## config.mk

```make
export PLATFORM = sky130hd
export DESIGN_NAME = multiplexed_led_blink_scanner_top
export DESIGN_NICKNAME = d
export VERILOG_FILES = /design/src/design/mlbs_pkg.sv /design/src/design/multiplexed_led_blink_scanner_top.sv /design/src/design/mlbs_front.sv /design/src/design/mlbs_queue.sv /design/src/design/mlbs_back.sv
export SDC_FILE = /design/constraint.sdc
export NUM_CORES = 1
export LEC_CHECK = 0
export BUFFER_PORTS_ARGS = -buffer_cell sky130_fd_sc_hd__buf_2
export CAP_MARGIN = 15
export CORE_UTILIZATION = 53
export CTS_CLUSTER_DIAMETER = 80
export DETAILED_ROUTE_END_ITERATION = 16
export GPL_ROUTABILITY_DRIVEN = 0
export PLACE_DENSITY = 0.77
export RECOVER_POWER = 25
export SLEW_MARGIN = 25
export SYNTH_ARGS = -nofsm -noshare
export SYNTH_HDL_FRONTEND = slang
export SYNTH_SLANG_ARGS = --single-unit
```

## constraint.sdc

```tcl
create_clock -name clk -period 10.9 [get_ports clk]
set_input_delay 0.545 -clock clk [delete_from_list [all_inputs] [get_ports clk]]
set_output_delay 0.545 -clock clk [all_outputs]
set_load 0.03 [all_outputs]
```

## src/design/mlbs_pkg.sv

```systemverilog
// Shared op codes, LED modes and the queued command type of the LED blink scanner.
`default_nettype none
package mlbs_pkg;

  localparam int unsigned CNT_W = 16;
  localparam int unsigned QDEPTH = 4;
  localparam int unsigned QAW = $clog2(QDEPTH);

  localparam logic [3:0] OP_TICK    = 4'd0;
  localparam logic [3:0] OP_ON      = 4'd1;
  localparam logic [3:0] OP_OFF     = 4'd2;
  localparam logic [3:0] OP_TOGGLE  = 4'd3;
  localparam logic [3:0] OP_TIMED   = 4'd4;
  localparam logic [3:0] OP_COUNTED = 4'd5;
  localparam logic [3:0] OP_ENDLESS = 4'd6;
  localparam logic [3:0] OP_STOP    = 4'd7;
  localparam logic [3:0] OP_CLEAR   = 4'd8;

  localparam logic [1:0] MODE_STEADY  = 2'd0;
  localparam logic [1:0] MODE_COUNTED = 2'd1;
  localparam logic [1:0] MODE_ENDLESS = 2'd2;
  localparam logic [1:0] MODE_TIMED   = 2'd3;

  typedef struct packed {
    logic [3:0]       op;
    logic [1:0]       led;
    logic [CNT_W-1:0] val_a;    // start count: on time in counts, or half period
    logic [CNT_W-1:0] val_b;    // off reload in counts
    logic [CNT_W-1:0] toggles;
  } mlbs_cmd_t;

  typedef struct packed {
    logic push;
    logic full;
  } mlbs_wr_t;

  typedef struct packed {
    logic pop;
    logic empty;
  } mlbs_rd_t;

endpackage
`default_nettype wire

```

## src/design/multiplexed_led_blink_scanner_top.sv

```systemverilog
// Top level of the multiplexed three-LED blink scanner.
//
// Input channel (in_*): one request per accepted cycle. Op tick returns the
// drive line code of the scanned LED, steps that LED's timer and moves the
// scan on; the other ops change one LED (or clear all) and return nothing.
// Unknown ops and per-LED ops on an LED index out of range are dropped.
// Result channel (out_*): out_line_one / out_line_two for each tick, in order.
// Counted blinks whose period is shorter than their on time are dropped too.
// A tick is held in the 4-entry queue, then its result is registered.
// Throughput: one request per cycle while in_stall is low, set by the single
// state update per cycle in the back end; other ops drain while a result waits.
// Stall: while out_stall holds, a waiting result stays put; later ticks wait
// in the queue and in_stall rises once the queue is full.
// Reset (rst_n low, synchronous): all LEDs dark and steady, counters, reloads
// and toggle counts zero, scan at the first LED, queue empty.
`default_nettype none
module multiplexed_led_blink_scanner_top #(
  parameter int unsigned NUM_LEDS     = 3,
  parameter int unsigned MS_PER_COUNT = 20
) (
  input  wire logic        clk,
  input  wire logic        rst_n,
  input  wire logic        in_valid,
  output      logic        in_stall,
  input  wire logic [3:0]  in_op,
  input  wire logic [1:0]  in_led,
  input  wire logic [15:0] in_on_time_ms,
  input  wire logic [15:0] in_period_ms,
  input  wire logic [15:0] in_blink_count,
  input  wire logic [15:0] in_half_period,
  output      logic        out_valid,
  input  wire logic        out_stall,
  output      logic        out_line_one,
  output      logic        out_line_two
);

  mlbs_pkg::mlbs_cmd_t front_cmd;
  mlbs_pkg::mlbs_cmd_t head_cmd;
  mlbs_pkg::mlbs_wr_t  wr_stat;
  mlbs_pkg::mlbs_rd_t  rd_stat;
  logic                push;
  logic                pop;
  logic                accept;

  assign accept   = in_valid & ~in_stall;
  assign in_stall = wr_stat.full;

  mlbs_front #(
    .NUM_LEDS     (NUM_LEDS),
    .MS_PER_COUNT (MS_PER_COUNT)
  ) u_front (
    .accept      (accept),
    .op          (in_op),
    .led         (in_led),
    .on_time_ms  (in_on_time_ms),
    .period_ms   (in_period_ms),
    .blink_count (in_blink_count),
    .half_period (in_half_period),
    .push        (push),
    .cmd         (front_cmd)
  );

  mlbs_queue u_queue (
    .clk     (clk),
    .rst_n   (rst_n),
    .push    (push),
    .wr_cmd  (front_cmd),
    .pop     (pop),
    .rd_cmd  (head_cmd),
    .wr_stat (wr_stat),
    .rd_stat (rd_stat)
  );

  mlbs_back #(
    .NUM_LEDS (NUM_LEDS)
  ) u_back (
    .clk          (clk),
    .rst_n        (rst_n),
    .cmd          (head_cmd),
    .empty        (rd_stat.empty),
    .pop          (pop),
    .out_valid    (out_valid),
    .out_stall    (out_stall),
    .out_line_one (out_line_one),
    .out_line_two (out_line_two)
  );

endmodule
`default_nettype wire

```

## src/design/mlbs_front.sv

```systemverilog
// Front end: decodes requests, scales millisecond lengths and drops invalid requests.
`default_nettype none
module mlbs_front #(
  parameter int unsigned NUM_LEDS     = 3,
  parameter int unsigned MS_PER_COUNT = 20
) (
  input  wire logic                   accept,
  input  wire logic [3:0]             op,
  input  wire logic [1:0]             led,
  input  wire logic [15:0]            on_time_ms,
  input  wire logic [15:0]            period_ms,
  input  wire logic [15:0]            blink_count,
  input  wire logic [15:0]            half_period,
  output      logic                   push,
  output      mlbs_pkg::mlbs_cmd_t    cmd
);

  // Exact reciprocal for 16-bit dividends: shift = 16 + ceil(log2(divisor)).
  localparam int unsigned K  = 16 + $clog2(MS_PER_COUNT);
  localparam int unsigned PW = K + 16;
  localparam logic [PW-1:0] RECIP =
    PW'(((64'd1 << K) + 64'(MS_PER_COUNT) - 64'd1) / 64'(MS_PER_COUNT));

  logic [PW-1:0] on_prod;
  logic [PW-1:0] per_prod;
  logic [15:0]   on_cnt;
  logic [15:0]   per_cnt;
  logic          led_ok;
  logic          keep;

  assign on_prod  = PW'(on_time_ms) * RECIP;
  assign per_prod = PW'(period_ms) * RECIP;
  assign on_cnt   = 16'(on_prod >> K);
  assign per_cnt  = 16'(per_prod >> K);
  assign led_ok   = 32'(led) < NUM_LEDS;

  always_comb begin
    case (op)
      mlbs_pkg::OP_TICK, mlbs_pkg::OP_CLEAR: keep = 1'b1;
      mlbs_pkg::OP_ON, mlbs_pkg::OP_OFF, mlbs_pkg::OP_TOGGLE, mlbs_pkg::OP_TIMED,
      mlbs_pkg::OP_ENDLESS, mlbs_pkg::OP_STOP: keep = led_ok;
      // drop a counted blink whose period is shorter than its on time
      mlbs_pkg::OP_COUNTED: keep = led_ok && !(per_cnt < on_cnt);
      default: keep = 1'b0;
    endcase
  end

  assign push        = accept & keep;
  assign cmd.op      = op;
  assign cmd.led     = led;
  assign cmd.val_a   = (op == mlbs_pkg::OP_ENDLESS) ? half_period : on_cnt;
  assign cmd.val_b   = per_cnt;
  assign cmd.toggles = {blink_count[14:0], 1'b0};

endmodule
`default_nettype wire

```

## src/design/mlbs_queue.sv

```systemverilog
// Short command queue between the front end and the LED state engine.
`default_nettype none
module mlbs_queue (
  input  wire logic                clk,
  input  wire logic                rst_n,
  input  wire logic                push,
  input  wire mlbs_pkg::mlbs_cmd_t wr_cmd,
  input  wire logic                pop,
  output      mlbs_pkg::mlbs_cmd_t rd_cmd,
  output      mlbs_pkg::mlbs_wr_t  wr_stat,
  output      mlbs_pkg::mlbs_rd_t  rd_stat
);

  mlbs_pkg::mlbs_cmd_t           entry_r [mlbs_pkg::QDEPTH];
  logic [mlbs_pkg::QAW-1:0]      wr_ptr_r, wr_ptr_nxt;
  logic [mlbs_pkg::QAW-1:0]      rd_ptr_r, rd_ptr_nxt;
  logic [mlbs_pkg::QAW:0]        count_r, count_nxt;

  always_comb begin
    wr_ptr_nxt = push ? wr_ptr_r + 1'b1 : wr_ptr_r;
    rd_ptr_nxt = pop ? rd_ptr_r + 1'b1 : rd_ptr_r;
    count_nxt  = count_r + (mlbs_pkg::QAW+1)'(push) - (mlbs_pkg::QAW+1)'(pop);
  end

  always_ff @(posedge clk) begin
    if (!rst_n) begin
      wr_ptr_r <= '0;
      rd_ptr_r <= '0;
      count_r  <= '0;
    end else begin
      wr_ptr_r <= wr_ptr_nxt;
      rd_ptr_r <= rd_ptr_nxt;
      count_r  <= count_nxt;
    end
  end

  always_ff @(posedge clk) begin
    if (push) begin
      entry_r[wr_ptr_r] <= wr_cmd;
    end
  end

  assign rd_cmd        = entry_r[rd_ptr_r];
  assign wr_stat.push  = push;
  assign wr_stat.full  = count_r == (mlbs_pkg::QAW+1)'(mlbs_pkg::QDEPTH);
  assign rd_stat.pop   = pop;
  assign rd_stat.empty = count_r == '0;

endmodule
`default_nettype wire

```

## src/design/mlbs_back.sv

```systemverilog
// Back end: per-LED state, tick stepping, scan position and the result register.
`default_nettype none
module mlbs_back #(
  parameter int unsigned NUM_LEDS = 3
) (
  input  wire logic                clk,
  input  wire logic                rst_n,
  input  wire mlbs_pkg::mlbs_cmd_t cmd,
  input  wire logic                empty,
  output      logic                pop,
  output      logic                out_valid,
  input  wire logic                out_stall,
  output      logic                out_line_one,
  output      logic                out_line_two
);

  logic [NUM_LEDS-1:0] lit_r, lit_nxt;
  logic [1:0]          mode_r    [NUM_LEDS];
  logic [1:0]          mode_nxt  [NUM_LEDS];
  logic [15:0]         cnt_r     [NUM_LEDS];
  logic [15:0]         cnt_nxt   [NUM_LEDS];
  logic [15:0]         onr_r     [NUM_LEDS];
  logic [15:0]         onr_nxt   [NUM_LEDS];
  logic [15:0]         offr_r    [NUM_LEDS];
  logic [15:0]         offr_nxt  [NUM_LEDS];
  logic [15:0]         tog_r     [NUM_LEDS];
  logic [15:0]         tog_nxt   [NUM_LEDS];
  logic [1:0]          scan_r, scan_nxt;
  logic                out_valid_r, out_valid_nxt;
  logic                line_one_r, line_two_r;
  logic                is_tick;
  logic                slot_free;
  logic                scan_lit;
  logic [1:0]          code;

  assign is_tick   = cmd.op == mlbs_pkg::OP_TICK;
  assign slot_free = !out_valid_r || !out_stall;
  // a tick needs the result slot; other requests drain freely
  assign pop       = !empty && (!is_tick || slot_free);
  assign code      = scan_r + 2'd1;

  always_comb begin
    scan_lit = 1'b0;
    for (int i = 0; i < NUM_LEDS; i++) begin
      if (scan_r == 2'(i)) begin
        scan_lit = lit_r[i];
      end
    end
  end

  always_comb begin
    logic [15:0] dec;
    logic [15:0] tdec;
    dec  = '0;
    tdec = '0;
    for (int i = 0; i < NUM_LEDS; i++) begin
      lit_nxt[i]  = lit_r[i];
      mode_nxt[i] = mode_r[i];
      cnt_nxt[i]  = cnt_r[i];
      onr_nxt[i]  = onr_r[i];
      offr_nxt[i] = offr_r[i];
      tog_nxt[i]  = tog_r[i];
      dec  = cnt_r[i] - 16'd1;
      tdec = tog_r[i] - 16'd1;
      if (pop) begin
        case (cmd.op)
          mlbs_pkg::OP_TICK: begin
            if (scan_r == 2'(i) && mode_r[i] != mlbs_pkg::MODE_STEADY) begin
              cnt_nxt[i] = dec;
              if (dec == '0) begin
                case (mode_r[i])
                  mlbs_pkg::MODE_COUNTED: begin
                    tog_nxt[i] = tdec;
                    if (tdec == '0) begin
                      lit_nxt[i]  = 1'b0;
                      mode_nxt[i] = mlbs_pkg::MODE_STEADY;
                    end else begin
                      cnt_nxt[i] = lit_r[i] ? offr_r[i] : onr_r[i];
                      lit_nxt[i] = !lit_r[i];
                    end
                  end
                  mlbs_pkg::MODE_ENDLESS: begin
                    cnt_nxt[i] = onr_r[i];
                    lit_nxt[i] = !lit_r[i];
                  end
                  default: begin
                    lit_nxt[i]  = 1'b0;
                    mode_nxt[i] = mlbs_pkg::MODE_STEADY;
                  end
                endcase
              end
            end
          end
          mlbs_pkg::OP_CLEAR: begin
            lit_nxt[i]  = 1'b0;
            mode_nxt[i] = mlbs_pkg::MODE_STEADY;
            cnt_nxt[i]  = '0;
            onr_nxt[i]  = '0;
            offr_nxt[i] = '0;
            tog_nxt[i]  = '0;
          end
          default: begin
            if (cmd.led == 2'(i)) begin
              case (cmd.op)
                mlbs_pkg::OP_ON, mlbs_pkg::OP_OFF, mlbs_pkg::OP_TOGGLE: begin
                  lit_nxt[i]  = (cmd.op == mlbs_pkg::OP_ON) ? 1'b1 :
                                (cmd.op == mlbs_pkg::OP_OFF) ? 1'b0 : !lit_r[i];
                  mode_nxt[i] = mlbs_pkg::MODE_STEADY;
                  cnt_nxt[i]  = '0;
                end
                mlbs_pkg::OP_TIMED: begin
                  lit_nxt[i]  = 1'b1;
                  mode_nxt[i] = mlbs_pkg::MODE_TIMED;
                  cnt_nxt[i]  = cmd.val_a;
                end
                mlbs_pkg::OP_COUNTED: begin
                  lit_nxt[i]  = 1'b1;
                  mode_nxt[i] = mlbs_pkg::MODE_COUNTED;
                  cnt_nxt[i]  = cmd.val_a;
                  onr_nxt[i]  = cmd.val_a;
                  offr_nxt[i] = cmd.val_b;
                  tog_nxt[i]  = cmd.toggles;
                end
                mlbs_pkg::OP_ENDLESS: begin
                  lit_nxt[i]  = 1'b1;
                  mode_nxt[i] = mlbs_pkg::MODE_ENDLESS;
                  cnt_nxt[i]  = cmd.val_a;
                  onr_nxt[i]  = cmd.val_a;
                end
                mlbs_pkg::OP_STOP: begin
                  lit_nxt[i]  = 1'b0;
                  mode_nxt[i] = mlbs_pkg::MODE_STEADY;
                end
                default: begin
                end
              endcase
            end
          end
        endcase
      end
    end
  end

  always_comb begin
    scan_nxt      = scan_r;
    out_valid_nxt = out_valid_r;
    if (pop && is_tick) begin
      scan_nxt      = (scan_r == 2'(NUM_LEDS - 1)) ? 2'd0 : scan_r + 2'd1;
      out_valid_nxt = 1'b1;
    end else if (!out_stall) begin
      out_valid_nxt = 1'b0;
    end
  end

  always_ff @(posedge clk) begin
    if (!rst_n) begin
      lit_r       <= '0;
      scan_r      <= '0;
      out_valid_r <= 1'b0;
      for (int i = 0; i < NUM_LEDS; i++) begin
        mode_r[i] <= mlbs_pkg::MODE_STEADY;
        cnt_r[i]  <= '0;
        onr_r[i]  <= '0;
        offr_r[i] <= '0;
        tog_r[i]  <= '0;
      end
    end else begin
      lit_r       <= lit_nxt;
      scan_r      <= scan_nxt;
      out_valid_r <= out_valid_nxt;
      for (int i = 0; i < NUM_LEDS; i++) begin
        mode_r[i] <= mode_nxt[i];
        cnt_r[i]  <= cnt_nxt[i];
        onr_r[i]  <= onr_nxt[i];
        offr_r[i] <= offr_nxt[i];
        tog_r[i]  <= tog_nxt[i];
      end
    end
  end

  // capture the line code from the state before the step
  always_ff @(posedge clk) begin
    if (pop && is_tick) begin
      line_one_r <= scan_lit & code[0];
      line_two_r <= scan_lit & code[1];
    end
  end

  assign out_valid    = out_valid_r;
  assign out_line_one = line_one_r;
  assign out_line_two = line_two_r;

endmodule
`default_nettype wire

```

# After elaboration in Yosys (flattened, before gate mapping)
# Memory sizes are Yosys's and may differ from the RTL's. A register that Yosys moved wholly into a read port is not among the register bits.
# Index checks and enable logic that the tools add are counted.
# classes
n_addsub	11
reduce_logical	43
n_mul	2
mux	152
n_eq_ne	34
n_lt_le_gt_ge	2
n_bitwise	20
# op_table
op	n
$mux 16	67
$pmux 16 s2	18
$logic_not 16->1	6
$sub 16x1->16 const B	6
$mul 16x16->32 const B	2
$mux 2	21
$eq 4x3->1 const B	8
$mux 1	27
$pmux 2 s2	6
$pmux 2 s4	3
$eq 4x2->1 const B	4
$or 1x1->1	15
$reduce_and 5->1	3
$lt 12x12->1	1
$ne 2x2->1 const B	6
$pmux 1 s2	6
$pmux 1 s3	4
$eq 2x1->1 const B	5
$eq 2x2->1 const B	5
$reduce_bool 3->1	3
$eq 4x1->1 const B	2
$eq 4x4->1 const B	2
$logic_not 1->1	8
$logic_not 4->1	2
18 further kinds	34
# totals
reg_bits	15
mem_count	6
ramBits	394
output_inout_bits	4
# mem_list
name	depth	word_bits	read_ports	rd_clocked_by_memory_dff	write_ports	line_no	source
u_queue.entry_r	4	49	1	1	1	mlbs_queue.sv:14	mlbs_pkg::mlbs_cmd_t entry_r [mlbs_pkg::QDEPTH];
u_back.cnt_r	3	16	3	0	3	mlbs_back.sv:20	logic [15:0] cnt_r [NUM_LEDS];
u_back.offr_r	3	16	3	0	3	mlbs_back.sv:24	logic [15:0] offr_r [NUM_LEDS];
u_back.onr_r	3	16	3	0	3	mlbs_back.sv:22	logic [15:0] onr_r [NUM_LEDS];
u_back.tog_r	3	16	3	0	3	mlbs_back.sv:26	logic [15:0] tog_r [NUM_LEDS];
u_back.mode_r	3	2	3	0	3	mlbs_back.sv:18	logic [1:0] mode_r [NUM_LEDS];

# Logic depth before layout (Yosys ltp)
# An unclocked memory read counts as a cell.
# depth
depth_word	10
depth_mapped	35
ltp_nobuf	35

# Cells and area by module
# Synthesis repeated with hierarchy kept, for this count alone.
# unflattened
hier_cells	3082
hier_area_um2	30549.3
# by_module_without_submodules
mod	cells_each	area_each_um2	n_inst
mlbs_back	1734	12708.4	1
mlbs_front	1020	9510.4	1
mlbs_queue	327	8316.7	1
multiplexed_led_blink_scanner_top	1	13.8	1

# Worst setup path after synthesis
# Ideal clock, no wire load.
# synth_timing
kind	input -> register
startpoint	input port in_on_time_ms[6]
endpoint	memory u_queue.entry_r[0][0] (netlist bit), enable pin
path_stages	28
path_slack_ns	2.091
arrival_ns	8.398
required_ns	10.488
path_cell_list	ha_1 > inv_1 > fa_1 > inv_1 > fa_1 > fa_1 > fa_1 > inv_1 > fa_1 > inv_1 > ha_1 > o21ai_0 > a21oi_1 > o21a_1 > nor2_1 > o31ai_1 > a21oi_1 > or4b_2 > o31a_1 > and2_1 > ha_1 > nand4_1 > nor3_1 > nor4_1 > o211ai_1 > nor3_1 > a211oi_1 > and2_1
# synth_between
elab_chain_len	8
# synth_lines
item	line_no	source
start, declared	multiplexed_led_blink_scanner_top.sv:27	input wire logic [15:0] in_on_time_ms,
$mul 16x16->32	mlbs_front.sv:31	assign on_prod = PW'(on_time_ms) * RECIP;
$lt 12x12->1	mlbs_front.sv:43	mlbs_pkg::OP_COUNTED: keep = led_ok && !(per_cnt < on_cnt);
$logic_not 1->1	mlbs_front.sv:43	
$logic_and 1x1->1	mlbs_front.sv:43	
$pmux 1 s3	mlbs_front.sv:38	case (op)
$and 1x1->1	mlbs_front.sv:48	assign push = accept & keep;
$mux 1	mlbs_queue.sv:38	if (push) begin
$mux 1 (implied by the code)	mlbs_queue.sv:39	entry_r[wr_ptr_r] <= wr_cmd;
end, declared	mlbs_queue.sv:14	
# No other way between the ends.

==> results.cfg <==
[run_status]
status = complete, but fails checks
violations = max-capacitance violations, max-slew violations

[sta]
fin_crit_ns = 8.59
setup_viol = 0
hold_viol_final = 0
fin_tns_setup_ns = 0
slew_viol_final = 88
final.setup.worst_slack_ns = 2.31
tightest_slew_ns = 4.17
clock_skew_ns = 0.0193
slew_headroom_pct = -178
clock.fmax_mhz = 116
rsz0062_at_grt = false
final.period_utilization_pct = 78.9

[power_and_ir_drop]
irDropWorstVdd_mv = 0.469
switchingPower_mw = 4.09
comb_power_share_pct = 59.4
clock_power_share_pct = 15.5
leakagePower_nw = 13.1
p_sw_share_pct = 44.6
powerDensity_nw_per_um2 = 305
p_seq_share_pct = 25.1
p_int_mw = 5.09

[layout]
final_common_cell = inv_1
final-seq-area_um2 = 9970
area_growth_pct = 8.11
fin_area_um2 = 30100
final_cell_mix = 346 x inv_1, 301 x ha_1, 216 x nor2_1, 199 x dfxtp_1, 198 x edfxtp_1
drive_gt1_share_pct = 7.82
final_nets = 3280
multi_input_area_um2 = 16100
fillCellCount = 4053

[synthesis]
syn_area_per_cell_um2 = 10.3
synth-compound-area-share_pct = 10.9
synth_area_leaders = edfxtp_1 21%, dfxtp_1 14%, ha_1 14%
synthArstFlopShare_pct = 0
yosys.area_share.adder_pct = 25.1
synth_seq_cells = 399
yosysSeqAreaShare_pct = 35.8
synth_top_family_by_area = adder cells
synth_mux_area_share_pct = 7.38
ys_types = 89
yosysTopAreaCellShare_pct = 21.3
synthSimpleGateAreaFrac_pct = 11.9
synth_nets = 3252
yosys.area.top_type = edfxtp_1
syn_inst = 2716
synth_flop_cell = dfxtp_1
netlist_area_um2 = 27900
synth_xor_xnor_area_share_pct = 2.52
synth-edff-count = 198
yosysWarningCount = 0

[place]
io_buffers = 76
hpwlAfterDp_mm = 49.5
placed_cell_area_um2 = 28800
preCtsSetupSlack_ns = 1.69

[critical_path]
cp_max_fo = 29
r2r.worst_path.cells = 9
startpoint_type = primary input
cp_slowest_cell = a2111oi_1
worstSetupPathType = primary input to register
cp-end-kind = register
reg2reg_slack_ns = 2.85
arrival_ns = 8.84
cpPeakStageDelay_ns = 0.83
crit_required_ns = 11.14
rr_endpoint = u_back.cnt_r[0][41]

[routing]
drc_errors = 0
antenna_left = 0
routed_via_density = 5.95
drt_iter0_drc = 2006
first_pass_iters = 6
wl_mm = 67.5
num_vias = 20572
post_drt_wl_per_cell_um = 19.5

[floorplanning]
fp-row-count = 83
core_area_um2 = 51600
die-area_um2 = 53500
ioPinCount = 78
dieWidth_um = 231
initial_core_util_pct = 54.0
chipHeight_um = 231

[grt]
grt_max_degree = 97
grt_usage_pct = 25.3
grt.overflow.total = 0
grt_first_pass_wirelength_mm = 108
grt_pass1_vias = 20799
antenna_found_initial = 1

[worst_hold_path]
hold_start = in_blink_count[2]
worstHoldEndpoint = u_queue.entry_r[1][2]
min_path_type = primary input to register
hold_depth = 1

[cts]
cts_root_buf = clkbuf_16
post-cts-setup-buffers = 0
hold_buffers = 0
cts_tree = yes
clk-insertion-delay-late_ns = 0.55
cts.sinks = 399
cts.htree.levels = 2
numCtsBuffers = 40
clk_pin_slew_ns = 0.06
clock_path_buffers = 3
cts_resized = 0

[flow_run]
cap_violations = 2
[power groups by stage]
| stage | sequential, mW | combinational [mW] | clock [mW] |
|---|---|---|---|
| global placement | 2.30 | 5.14 | 0 |
| finish | 2.30 | 5.46 | 1.42 |
| global route | 2.32 | 6.11 | 1.49 |
| floorplan | 2.24 | 4.01 | 0 |
| CTS | 2.29 | 5.44 | 1.43 |
| detailed placement | 2.32 | 5.39 | 0 |
[state kept, by name, indices dropped and copies added, names as in the netlist, 3 cells and up, named ones only]
signal	flops
u_queue.count_r	3
u_back.offr_r	36
u_back.tog_r	48
u_queue.entry_r	196
u_back.mode_r	6
u_back.cnt_r	48
u_back.onr_r	48
u_back.lit_r	3
[cell families (layout without fill, tap and decap cells)]
family / Yosys count / after routing
adders and majority gates: 462 / 462
xor gates and xnor gates: 80 / 80
buffers and inverters: 460 / 519
muxes: 144 / 144
other: 0 / 1
and+or+nand+nor: 681 / 681
DFF: 399 / 399
AOI/OAI and AO/OA: 490 / 490
[layer usage]
metal	up-vias	part of all wire, %	GRT usage, %
met5	-	0.016	0
met4	2	2.8	8.36
met3	151	6.4	3.13
met2	791	49	43.5
met1	10063	42	33.1
li1	9565	-	-
[worst max-delay path: cells and delay by family]
| family | cells | cell delay [ns] |
|---|---|---|
| fa+ha+maj | 8 | 3.14 |
| compound gates | 8 | 2.49 |
| xor+xnor | 1 | 0.37 |
| simple gates | 7 | 1.40 |
| buf+inv | 7 | 0.86 |
[synth_stat cells (28+ instances only)]
library cell  instances
nor2_1              216
ha_1                301
xnor2_1              50
fa_1                161
edfxtp_1            198
clkbuf_1             72
xor2_1               30
nand2_1             175
mux2i_1              94
o21ai_0             143
mux4_2               49
nor3_1               44
dfxtp_1             201
inv_1               346
o211ai_1             28
and2_1               54
buf_2                30
nand3_1              50
a21oi_1             151
[how the worst max path moves through the flow]
| stage | startpoint | to | slack, ns | cells past startpoint |
|---|---|---|---|---|
| detailed placement | in_period_ms[10] | u_queue.entry_r[3][40] | 1.69 | 31 |
| finish | in_period_ms[10] | u_queue.entry_r[3][39] | 2.31 | 31 |
| global placement | in_on_time_ms[6] | u_queue.entry_r[2][39] | 1.88 | 31 |
| global route | in_period_ms[11] | u_queue.entry_r[3][39] | 1.83 | 29 |
| floorplan | in_on_time_ms[6] | u_queue.entry_r[0][0] | 2.09 | 28 |
| CTS | in_period_ms[10] | u_queue.entry_r[3][16] | 2.26 | 31 |
[cell type report]
class                   instances  area share, %
diodes                          1        0.00831
clock buffers                  60           3.84
clock inverters                13          0.632
inverters                     347           4.33
multi-input cells            1857           53.4
flip-flops and latches        399           33.1
well taps                     680           2.83
repair buffers                 99           1.80
[metrics by stage]
stage | hold slack [ns] | util [%] | power [mW] | instances
final | 0.256 | 58.3 | 9.18 | 3456
after CTS | 0.197 | 58.5 | 9.17 | 3455
after global placement | 0.441 | 55.9 | 7.45 | 3382
after detailed placement | 0.446 | 55.9 | 7.71 | 3382
after global routing | 0.270 | 58.3 | 9.92 | 3455
after floorplan | 0.430 | - | 6.25 | 2716
Note: power is estimated with default switching activity, not from simulation.
